==> src/design/mpq_pkg.sv <==
// Shared types, codes and constants of the max priority queue.
// No dependencies; imported by every module of the block.
`default_nettype none

package mpq_pkg;

   localparam int HEAP_CAPACITY_DEF = 64;

   localparam logic [1:0] CMD_INSERT = 2'd0;
   localparam logic [1:0] CMD_POLL   = 2'd1;
   localparam logic [1:0] CMD_PEEK   = 2'd2;

   localparam logic [1:0] STAT_OK    = 2'd0;
   localparam logic [1:0] STAT_EMPTY = 2'd1;
   localparam logic [1:0] STAT_FULL  = 2'd2;

   typedef struct packed {
      logic [1:0]          command;
      logic signed [31:0]  item_value;
   } req_type;

   typedef struct packed {
      logic signed [31:0]  result_value;
      logic [1:0]          status;
      logic [6:0]          occupancy;
   } rsp_type;

   // source of the result value when an item completes
   typedef enum logic [1:0] {
      RES_ZERO,
      RES_ROOT,
      RES_RDATA
   } res_sel_type;

   typedef struct packed {
      logic        ins_start;
      logic        pop_start;
      logic        rd_root;
      logic        pop_latch;
      logic        rd_parent;
      logic        up_step;
      logic        wr_cur;
      logic        rd_children;
      logic        dn_step;
      logic        finish;
      logic [1:0]  fin_status;
      res_sel_type fin_sel;
   } dp_cmd_type;

   typedef struct packed {
      logic full;
      logic empty;
      logic pos_zero;
      logic left_valid;
      logic up_more;
      logic dn_more;
   } dp_stat_type;

endpackage

`default_nettype wire

==> src/design/mpq_datapath.sv <==
// Datapath of the max priority queue: heap store, entry count, hole position,
// moving value and result register. Uses mpq_pkg.
`default_nettype none

module mpq_datapath #(
   parameter int HEAP_CAPACITY = mpq_pkg::HEAP_CAPACITY_DEF
) (
   input  wire logic                 clock,
   input  wire logic                 reset,
   input  wire mpq_pkg::req_type     req_item,
   input  wire mpq_pkg::dp_cmd_type  dp_cmd,
   output mpq_pkg::dp_stat_type      dp_stat,
   output mpq_pkg::rsp_type          rsp_item
);
   import mpq_pkg::*;

   localparam int AW = $clog2(HEAP_CAPACITY);
   localparam int CW = $clog2(HEAP_CAPACITY + 1);

   logic signed [31:0] heap_mem [HEAP_CAPACITY];

   logic [CW-1:0]      count_ff, count_in;
   logic [AW-1:0]      pos_ff, pos_in;
   logic signed [31:0] cur_ff, cur_in;
   logic signed [31:0] root_ff, root_in;
   logic signed [31:0] rda_ff, rdb_ff;
   rsp_type            rsp_ff, rsp_in;

   logic [AW-1:0]      rd_addr_a, rd_addr_b, wr_addr, parent, pos_m1;
   logic [CW-1:0]      last_w;
   logic [AW+1:0]      left_w, right_w, count_w;
   logic               we;
   logic signed [31:0] wr_data, best_val;
   logic               take_left, take_right, right_valid;
   logic [CW+6:0]      occ_wide;

   always_comb begin
      pos_m1  = pos_ff - 1'b1;
      parent  = pos_m1 >> 1;
      last_w  = count_ff - 1'b1;
      left_w  = {1'b0, pos_ff, 1'b1};
      right_w = {({1'b0, pos_ff} + {{AW{1'b0}}, 1'b1}), 1'b0};
      count_w = {{(AW + 2 - CW){1'b0}}, count_ff};
      right_valid = right_w < count_w;

      // tie between the children goes left
      take_left  = cur_ff < rda_ff;
      best_val   = take_left ? rda_ff : cur_ff;
      take_right = right_valid && (best_val < rdb_ff);

      dp_stat.full       = count_ff == CW'(HEAP_CAPACITY);
      dp_stat.empty      = count_ff == '0;
      dp_stat.pos_zero   = pos_ff == '0;
      dp_stat.left_valid = left_w < count_w;
      dp_stat.up_more    = cur_ff > rda_ff;
      dp_stat.dn_more    = take_left || take_right;
   end

   always_comb begin
      if (dp_cmd.rd_root || dp_cmd.pop_start) begin
         rd_addr_a = '0;
      end else if (dp_cmd.rd_parent) begin
         rd_addr_a = parent;
      end else if (dp_cmd.rd_children) begin
         rd_addr_a = left_w[AW-1:0];
      end else begin
         rd_addr_a = '0;
      end
      rd_addr_b = dp_cmd.pop_start ? last_w[AW-1:0] : right_w[AW-1:0];

      we      = dp_cmd.wr_cur || dp_cmd.up_step || dp_cmd.dn_step;
      wr_addr = pos_ff;
      if (dp_cmd.up_step && dp_stat.up_more) begin
         wr_data = rda_ff;
      end else if (dp_cmd.dn_step && take_right) begin
         wr_data = rdb_ff;
      end else if (dp_cmd.dn_step && take_left) begin
         wr_data = rda_ff;
      end else begin
         wr_data = cur_ff;
      end
   end

   always_comb begin
      count_in = count_ff;
      pos_in   = pos_ff;
      cur_in   = cur_ff;
      root_in  = root_ff;
      rsp_in   = rsp_ff;
      occ_wide = {7'd0, count_ff};

      if (dp_cmd.ins_start) begin
         count_in = count_ff + 1'b1;
         pos_in   = count_ff[AW-1:0];
         cur_in   = req_item.item_value;
      end
      if (dp_cmd.pop_start) begin
         count_in = count_ff - 1'b1;
         pos_in   = '0;
      end
      if (dp_cmd.pop_latch) begin
         root_in = rda_ff;
         cur_in  = rdb_ff;
      end
      if (dp_cmd.up_step && dp_stat.up_more) begin
         pos_in = parent;
      end
      if (dp_cmd.dn_step && dp_stat.dn_more) begin
         pos_in = take_right ? right_w[AW-1:0] : left_w[AW-1:0];
      end

      if (dp_cmd.finish) begin
         rsp_in.status    = dp_cmd.fin_status;
         rsp_in.occupancy = occ_wide[6:0];
         case (dp_cmd.fin_sel)
            RES_ROOT:  rsp_in.result_value = root_ff;
            RES_RDATA: rsp_in.result_value = rda_ff;
            default:   rsp_in.result_value = '0;
         endcase
      end
   end

   always_ff @(posedge clock) begin
      if (we) begin
         heap_mem[wr_addr] <= wr_data;
      end
      rda_ff <= heap_mem[rd_addr_a];
      rdb_ff <= heap_mem[rd_addr_b];
   end

   always_ff @(posedge clock) begin
      if (reset) begin
         count_ff <= '0;
      end else begin
         count_ff <= count_in;
      end
      pos_ff  <= pos_in;
      cur_ff  <= cur_in;
      root_ff <= root_in;
      rsp_ff  <= rsp_in;
   end

   assign rsp_item = rsp_ff;

endmodule

`default_nettype wire

==> src/design/mpq_ctrl.sv <==
// Controller of the max priority queue: sequences insert, poll and peek
// over the datapath. Uses mpq_pkg command and status structs.
`default_nettype none

module mpq_ctrl (
   input  wire logic                 clock,
   input  wire logic                 reset,
   input  wire logic                 start,
   input  wire logic [1:0]           req_command,
   input  wire mpq_pkg::dp_stat_type dp_stat,
   output mpq_pkg::dp_cmd_type       dp_cmd,
   output logic                      busy,
   output logic                      rsp_valid
);
   import mpq_pkg::*;

   typedef enum logic [2:0] {
      ST_IDLE,
      ST_UP_RD,
      ST_UP_CMP,
      ST_POP_LATCH,
      ST_DN_RD,
      ST_DN_CMP,
      ST_PEEK_RD
   } state_type;

   state_type state_ff, state_in;
   logic      rsp_valid_ff;

   always_comb begin
      dp_cmd   = '0;
      state_in = state_ff;
      case (state_ff)
         ST_IDLE: begin
            if (start) begin
               case (req_command)
                  CMD_INSERT: begin
                     if (dp_stat.full) begin
                        dp_cmd.finish     = 1'b1;
                        dp_cmd.fin_status = STAT_FULL;
                     end else begin
                        dp_cmd.ins_start = 1'b1;
                        state_in         = ST_UP_RD;
                     end
                  end
                  CMD_POLL: begin
                     if (dp_stat.empty) begin
                        dp_cmd.finish     = 1'b1;
                        dp_cmd.fin_status = STAT_EMPTY;
                     end else begin
                        dp_cmd.pop_start = 1'b1;
                        dp_cmd.rd_root   = 1'b1;
                        state_in         = ST_POP_LATCH;
                     end
                  end
                  CMD_PEEK: begin
                     if (dp_stat.empty) begin
                        dp_cmd.finish     = 1'b1;
                        dp_cmd.fin_status = STAT_EMPTY;
                     end else begin
                        dp_cmd.rd_root = 1'b1;
                        state_in       = ST_PEEK_RD;
                     end
                  end
                  default: begin
                     // unused code: plain acknowledge, nothing changes
                     dp_cmd.finish     = 1'b1;
                     dp_cmd.fin_status = STAT_OK;
                  end
               endcase
            end
         end
         ST_UP_RD: begin
            if (dp_stat.pos_zero) begin
               dp_cmd.wr_cur     = 1'b1;
               dp_cmd.finish     = 1'b1;
               dp_cmd.fin_status = STAT_OK;
               state_in          = ST_IDLE;
            end else begin
               dp_cmd.rd_parent = 1'b1;
               state_in         = ST_UP_CMP;
            end
         end
         ST_UP_CMP: begin
            dp_cmd.up_step = 1'b1;
            if (dp_stat.up_more) begin
               state_in = ST_UP_RD;
            end else begin
               dp_cmd.finish     = 1'b1;
               dp_cmd.fin_status = STAT_OK;
               state_in          = ST_IDLE;
            end
         end
         ST_POP_LATCH: begin
            dp_cmd.pop_latch = 1'b1;
            if (dp_stat.empty) begin
               // the only item left was taken
               dp_cmd.finish     = 1'b1;
               dp_cmd.fin_status = STAT_OK;
               dp_cmd.fin_sel    = RES_RDATA;
               state_in          = ST_IDLE;
            end else begin
               state_in = ST_DN_RD;
            end
         end
         ST_DN_RD: begin
            if (dp_stat.left_valid) begin
               dp_cmd.rd_children = 1'b1;
               state_in           = ST_DN_CMP;
            end else begin
               dp_cmd.wr_cur     = 1'b1;
               dp_cmd.finish     = 1'b1;
               dp_cmd.fin_status = STAT_OK;
               dp_cmd.fin_sel    = RES_ROOT;
               state_in          = ST_IDLE;
            end
         end
         ST_DN_CMP: begin
            dp_cmd.dn_step = 1'b1;
            if (dp_stat.dn_more) begin
               state_in = ST_DN_RD;
            end else begin
               dp_cmd.finish     = 1'b1;
               dp_cmd.fin_status = STAT_OK;
               dp_cmd.fin_sel    = RES_ROOT;
               state_in          = ST_IDLE;
            end
         end
         ST_PEEK_RD: begin
            dp_cmd.finish     = 1'b1;
            dp_cmd.fin_status = STAT_OK;
            dp_cmd.fin_sel    = RES_RDATA;
            state_in          = ST_IDLE;
         end
         default: begin
            state_in = ST_IDLE;
         end
      endcase
   end

   always_ff @(posedge clock) begin
      if (reset) begin
         state_ff     <= ST_IDLE;
         rsp_valid_ff <= 1'b0;
      end else begin
         state_ff     <= state_in;
         rsp_valid_ff <= dp_cmd.finish;
      end
   end

   assign busy      = state_ff != ST_IDLE;
   assign rsp_valid = rsp_valid_ff;

endmodule

`default_nettype wire

==> src/design/max_priority_queue.sv <==
// Max priority queue on a binary heap. An insert climbs from the new leaf level by level
// until it reaches the root or a compare stops it. A poll ends when the last item goes,
// else moves the last item down from the root level by level until it reaches a leaf or
// a compare stops it. A peek reads the root; full, empty or unused code answer from idle.
// A store read, then compare and write back, per level.
// A start is taken only while busy is low; rsp_valid cannot be held off; reset empties.
`default_nettype none

module max_priority_queue #(
   parameter int HEAP_CAPACITY = mpq_pkg::HEAP_CAPACITY_DEF
) (
   input  wire logic             clock,
   input  wire logic             reset,
   input  wire logic             start,
   output logic                  busy,
   input  wire mpq_pkg::req_type req_item,
   output logic                  rsp_valid,
   output mpq_pkg::rsp_type      rsp_item
);
   import mpq_pkg::*;

   dp_cmd_type  dp_cmd;
   dp_stat_type dp_stat;

   mpq_ctrl u_ctrl (
      .clock       (clock),
      .reset       (reset),
      .start       (start),
      .req_command (req_item.command),
      .dp_stat     (dp_stat),
      .dp_cmd      (dp_cmd),
      .busy        (busy),
      .rsp_valid   (rsp_valid)
   );

   mpq_datapath #(
      .HEAP_CAPACITY (HEAP_CAPACITY)
   ) u_datapath (
      .clock    (clock),
      .reset    (reset),
      .req_item (req_item),
      .dp_cmd   (dp_cmd),
      .dp_stat  (dp_stat),
      .rsp_item (rsp_item)
   );

endmodule

`default_nettype wire

==> config.mk <==
export PLATFORM = sky130hd
export DESIGN_NAME = max_priority_queue
export DESIGN_NICKNAME = d
export VERILOG_FILES = /design/src/design/mpq_pkg.sv /design/src/design/mpq_datapath.sv /design/src/design/mpq_ctrl.sv /design/src/design/max_priority_queue.sv
export SDC_FILE = /design/constraint.sdc
export NUM_CORES = 2
export LEC_CHECK = 0
export ABC_CLOCK_PERIOD_IN_PS = 17400
export BUFFER_PORTS_ARGS = -buffer_cell sky130_fd_sc_hd__buf_2
export CELL_PAD_IN_SITES_DETAIL_PLACEMENT = 0
export CELL_PAD_IN_SITES_GLOBAL_PLACEMENT = 1
export CORE_AREA = 2 2 594 596
export DETAILED_ROUTE_END_ITERATION = 6
export DIE_AREA = 0 0 596 598
export GPL_TIMING_DRIVEN = 0
export PLACE_DENSITY_LB_ADDON = 0.1
export SYNTH_ARGS = -nofsm -noshare
export SYNTH_HDL_FRONTEND = slang
export SYNTH_SLANG_ARGS = --single-unit
==> constraint.sdc <==
create_clock -name clock -period 17.4 [get_ports clock]
set_input_delay 4.35 -clock clock [delete_from_list [all_inputs] [get_ports clock]]
set_output_delay 4.35 -clock clock [all_outputs]
set_load 0.005 [all_outputs]
Yosys cells after proc, flatten, opt, wreduce, memory -nomap -nowiden
Memory sizes are Yosys's and may differ from the RTL's. A register that Yosys moved wholly into a read port is not among the register bits. Cells that the tools add are included.

Register bits after elaboration: 122. RAM bits: 2048. Bits of input ports: 37. Output and inout bits: 43. Word-level logic and storage cells: 114. Memories kept: 1.

Add/sub/neg operators: 4. Order comparisons: 5. Eq/ne operators: 16. Multiplexer cells: 60. Reductions and logical operators: 19.

Memory list: u_datapath.heap_mem (words 64, bits a word 32, read ports 2, clocked after Yosys merged registers in 2, write ports 1, line mpq_datapath.sv:20) `logic signed [31:0] heap_mem [HEAP_CAPACITY];`.

Operators by type and width (number): $mux 32 (6); $lt 32x32->1 (2); $pmux 32 s2 (1); $mux 6 (9); $mux 3 (14); $gt 32x32->1 (1); $pmux 3 s7 (1); $pmux 3 s6 (1); $mux 1 (16); $mux 5 (3); $mux 7 (2); $eq 3x3->1 const B (3); $ne 3x3->1 const B (3); $pmux 3 s3 (1); $lt 8x7->1 (1); $pmux 2 s4 (1); $add 6x1->7 const B (1); $add 7x1->7 const B (1); $eq 7x7->1 const B (1); $logic_not 7->1 (1); $lt 7x7->1 (1); $sub 7x1->7 const B (1); $eq 3x2->1 const B (2); $logic_not 6->1 (1); other kinds (18) (30).

Logic depth before layout (Yosys ltp)
Word-level depth: 9. Gate-level depth with buffers: 24. Mapped depth without buffers: 22.

Modules after synthesis
A second synthesis with hierarchy kept.

Cells, all modules: 7299. Area, all modules: 109075.9 um2.

Modules (own cells, without submodules): mpq_datapath (times used 1, cells each 7227, area each 108535.3 um2, sequential area each 66253.5 um2); mpq_ctrl (times used 1, cells each 72, area each 540.5 um2, sequential area each 80.1 um2).

Worst setup path after synthesis
Ideal clock, no wire load.

Path type: register to register. Start point: register u_datapath.cur_ff[31]. End point: memory u_datapath.heap_mem[0][1] (data pin). Setup time: 0.767 ns. Arrival time: 7.687 ns. Required time: 16.633 ns. Slack: 8.947 ns. Stages on the path, launching flop included: 20. Path buffers: 2. Period minus slack after synthesis: 8.453 ns. Cells stage by stage: edfxtp_1 -> ha_1 -> nand4_1 -> or2_0 -> or4_1 -> a31oi_2 -> o22ai_2 -> clkbuf_1 -> mux2_2 -> ha_1 -> a21o_1 -> a221o_1 -> a221o_1 -> nor3_1 -> o21ai_0 -> mux2i_2 -> mux2i_4 -> nor2_8 -> buf_4 -> a311oi_1.

Word-level cells in the longest chain between the ends: 7. Elaborated cells on any way between the ends: 11. Classes of those cells: order compare (3); mux (4); reduce/logical (4).

RTL lines: start, declared (line mpq_datapath.sv:24) `logic signed [31:0] cur_ff, cur_in;`; start signal, assigned (line mpq_datapath.sv:138) `cur_ff <= cur_in;`; $lt 32x32->1 (line mpq_datapath.sv:47) `take_left = cur_ff < rda_ff;`; $mux 32 (line mpq_datapath.sv:48) `best_val = take_left ? rda_ff : cur_ff;`; $lt 32x32->1 (line mpq_datapath.sv:49) `take_right = right_valid && (best_val < rdb_ff);`; $logic_and 1x1->1 (line mpq_datapath.sv:49); $logic_and 1x1->1 (line mpq_datapath.sv:75) `end else if (dp_cmd.dn_step && take_right) begin`; $mux 32 (line mpq_datapath.sv:75); $mux 32 (*) (line mpq_datapath.sv:73) `if (dp_cmd.up_step && dp_stat.up_more) begin`; via u_datapath.wr_data[1] (line mpq_datapath.sv:33) `logic signed [31:0] wr_data, best_val;`; end, declared (line mpq_datapath.sv:20).

The timed path passes the listed nets; every way through them passes the cells marked *.

Worst setup path in the final report
Start point: input port req_item[33] (netlist bit). End point: register u_datapath.rdb_ff[16], read port of u_datapath.heap_mem.

Word-level cells in the longest chain between the ends: 5.

RTL lines: start, declared (line max_priority_queue.sv:16) `input wire mpq_pkg::req_type req_item,`; $eq 2x1->1 (line mpq_ctrl.sv:36) `case (req_command)`; $mux 1 (line mpq_ctrl.sv:36); $mux 3 (line mpq_ctrl.sv:35) `if (start) begin`; $mux 3 (line mpq_ctrl.sv:33) `case (state_ff)`; $mux 6 (line mpq_datapath.sv:69) `rd_addr_b = dp_cmd.pop_start ? last_w[AW-1:0] : right_w[AW-1:0];`; end, declared (line mpq_datapath.sv:26) `logic signed [31:0] rda_ff, rdb_ff;`.

Every way passes these cells. A chain may end at the register's enable or synchronous reset.

==> impl_metrics.tcl <==
set metrics [dict create \
    syn_inst 7292 \
    finalSetupViolations 0 \
    final_cell_area_sq_um 129000 \
    synthAdderAreaFrac 0.0104 \
    fmax_ghz 0.0910 \
    required_ns 18.07 \
    synthTopCellsByArea "edfxtp_1 (62%), mux4_2 (11%), nand2_1 (3.4%), o221ai_1 (2.8%), mux2i_1 (2.3%)" \
    hold_viol 0 \
    synthesis.area_sq_um 105000 \
    total_power_mw 19.8 \
    crit_chain "buf_2 > inv_1 > ha_1 > clkbuf_1 > inv_1 > a311oi_2 > buf_4 > nor2_1 > a21oi_4 > buf_2 > clkbuf_1 > a211oi_1 > a211oi_1 > a311oi_2 > buf_4 > a21oi_1" \
    dp_cells 12400 \
    synth_top_area_share 0.619 \
    worst_pin_slew_ns 1.74 \
    peakVddDrop_uv 84.7 \
    drt_iter0_markers 18600 \
    synth-xor-area-share 0.00176 \
    finalCritPeriodShare 0.631 \
    slew_viol_final 329 \
    leakagePower_nw 42.1 \
    synth_compound_area_frac 0.123 \
    slew_headroom -0.158 \
    yosysSeqAreaShare 0.633 \
    vias_per_cell 6.92 \
    synth.distinct_cells 85 \
    yosysMostFrequentCell "edfxtp_1" \
    min_path_type "reg -> reg" \
    post_dp_cell_area_sq_um 120000 \
    finalCriticalPeriod_ns 10.99 \
    grt_antenna_before_repair 204 \
    clock_sinks 2234 \
    grt_usage 0.435 \
    max_stage_delay_ns 1.20 \
    chipHeight_um 598 \
    dp_hpwl_mm 593 \
    root_buffer "clkbuf_16" \
    synth_ff_type "edfxtp_1" \
    setup_tns_ns 0 \
    arrival_ns 11.66 \
    wirelength_mm 795 \
    chipWidth_um 596 \
    gp_congestion 1.11 \
    drc 3 \
    htreeDepth 5 \
    ys_seq_elements 2234 \
    avgSynthCellArea_sq_um 14.4 \
    grt_max_degree 35 \
    wl_per_cell_um 61.0 \
    io_pins 80 \
    async_reset_ff_frac 0 \
    cts_tree "built" \
    clock_tree.buffer_depth 4 \
    synthTopCellsByCount "edfxtp_1 (2159), nand2_1 (959), mux4_2 (498)" \
    rows 218 \
    cp-start-kind "primary input" \
    synth_top_family_by_area "multiplexers" \
    drive_gt1_frac 0.251 \
    cts-resized-gates 0 \
    grt_pass1_vias 80100 \
    grt_pass1_wl_mm 972 \
    yosysWarnings 0 \
    power.density_nw_per_um2 153 \
    coreArea_sq_um 351000 \
    postRouteAntennaNets 0 \
    syn_nets 7416 \
    nets 8185 \
    dr.pass1.iters 7 \
    violations "design-rule violations, max-capacitance violations, max-slew violations" \
    cts_made_buffers 283 \
    status "complete, but fails checks" \
    clkTransAtPathRegs_ns 0.06 \
    cts_setup_buffers 0 \
    stdcell_count 13000 \
    rsz0062_at_grt "false" \
    synth_top_cell_by_area "edfxtp_1" \
    cpMaxStageDelayCell "a21oi_1" \
    crit_buf_inv 8 \
    synthSimpleGateAreaFrac 0.0675 \
    synth_edf_count 2159 \
    cts_hold_buffers 0 \
    crit_type "in -> reg" \
    area_growth_pct 23.5 \
    finClkSkew_ns 0.0652 \
    fin_util 0.369 \
    cp_max_fo 10 \
    clock_latency_ns 0.98 \
    muxShareOfSynthArea 0.134 \
    cap_violations 39 \
    die-area_sq_um 356000 \
    initial_core_util 0.299 \
    grt-ovfl-total 0 \
    vias 90200 \
    endpoint_kind "register" \
    io_buffers 78 \
    cp_top_family "compound AO/OA/AOI/OAI gates" \
]
[worst reg2reg max path: cells and delay by family, from the launching register on]
family          cells  cell delay, ns
flops               1            0.56
buf+inv             7            4.41
fa+ha+maj           1            0.31
compound gates      5            1.76
simple gates        4            2.68
[through the flow]
step	hold WS, ns	worst slack [ns]
floorplan	0.406	8.95
global placement	0.418	0.0431
detailed placement	0.414	6.16
CTS	0.428	7.12
global route	0.448	6.65
finish	0.427	6.41
[cells in the final DEF (no fill, tap or decap), types with 173 or more instances in the layout]
cell type  instances
clkbuf_2         173
a31oi_1          339
mux2i_1          239
mux4_2           498
a211oi_1         272
buf_2            342
a21oi_1          222
clkbuf_16        292
clkbuf_1         202
nand2_1          957
edfxtp_1        2159
o22ai_1          230
o221ai_1         331
[layer usage]
metal	global-route usage	vias up	part of all wire
met5	0.00120	-	0.00063
met4	0.321	68	0.089
li1	-	31500	-
met2	0.585	8897	0.39
met3	0.207	2052	0.15
met1	0.537	47600	0.37
[flip-flops by register name, summed over array words and instances, names as in the netlist]
signal,cells
u_datapath.heap_mem,2048
u_datapath.rsp_item,41
u_datapath.cur_ff,32
u_datapath.rda_ff,32
u_datapath.rdb_ff,32
u_datapath.root_ff,32
u_datapath.count_ff,7
u_datapath.pos_ff,6
u_ctrl.state_ff,3
u_ctrl.rsp_valid,1
[worst paths after layout]
path                                                           from                               end  slack (ns)  cells past startpoint
worst max-delay path                                   req_item[33]     u_datapath.rdb_ff[16]$_DFF_P_        6.41                     16
worst min-delay path            u_datapath.count_ff[4]$_SDFFE_PP0P_  u_datapath.rsp_item[4]$_DFFE_PP_        0.43                      0
worst max register to register  u_datapath.count_ff[2]$_SDFFE_PP0P_     u_datapath.rda_ff[22]$_DFF_P_        7.37                     17
worst min register to register  u_datapath.count_ff[4]$_SDFFE_PP0P_  u_datapath.rsp_item[4]$_DFFE_PP_        0.43                      0
[report_power, final]
part           leakage, nW  switching [mW]  internal (mW)  total, mW
Clock                 4.47            2.59           3.51       6.10
Combinational         17.6            5.66           1.62       7.28
Sequential            20.1           0.163           6.27       6.44
[area by class of cell]
| cell class | count | area [sq um] |
|---|---|---|
| Timing Repair Buffer | 484 | 7770 |
| Antenna cell | 139 | 348 |
| Inverter | 86 | 323 |
| Clock buffer | 347 | 7550 |
| Buffer | 634 | 3040 |
| Tap cell | 4620 | 5780 |
| Sequential cell | 2234 | 66300 |
| Fill cell | 33300 | 221000 |
| Multi-Input combinational cell | 4338 | 36600 |
| Clock inverter | 154 | 1580 |
[kinds of logic after synthesis]
family,count (synthesis)
flip-flops,2234
AO/OA/AOI/OAI,1833
AND/OR/NAND/NOR,1621
multiplexers,776
buffers and inverters,720
adder cells (fa/ha/maj),87
XOR/XNOR,21
(Power assumes the default switching activity.)
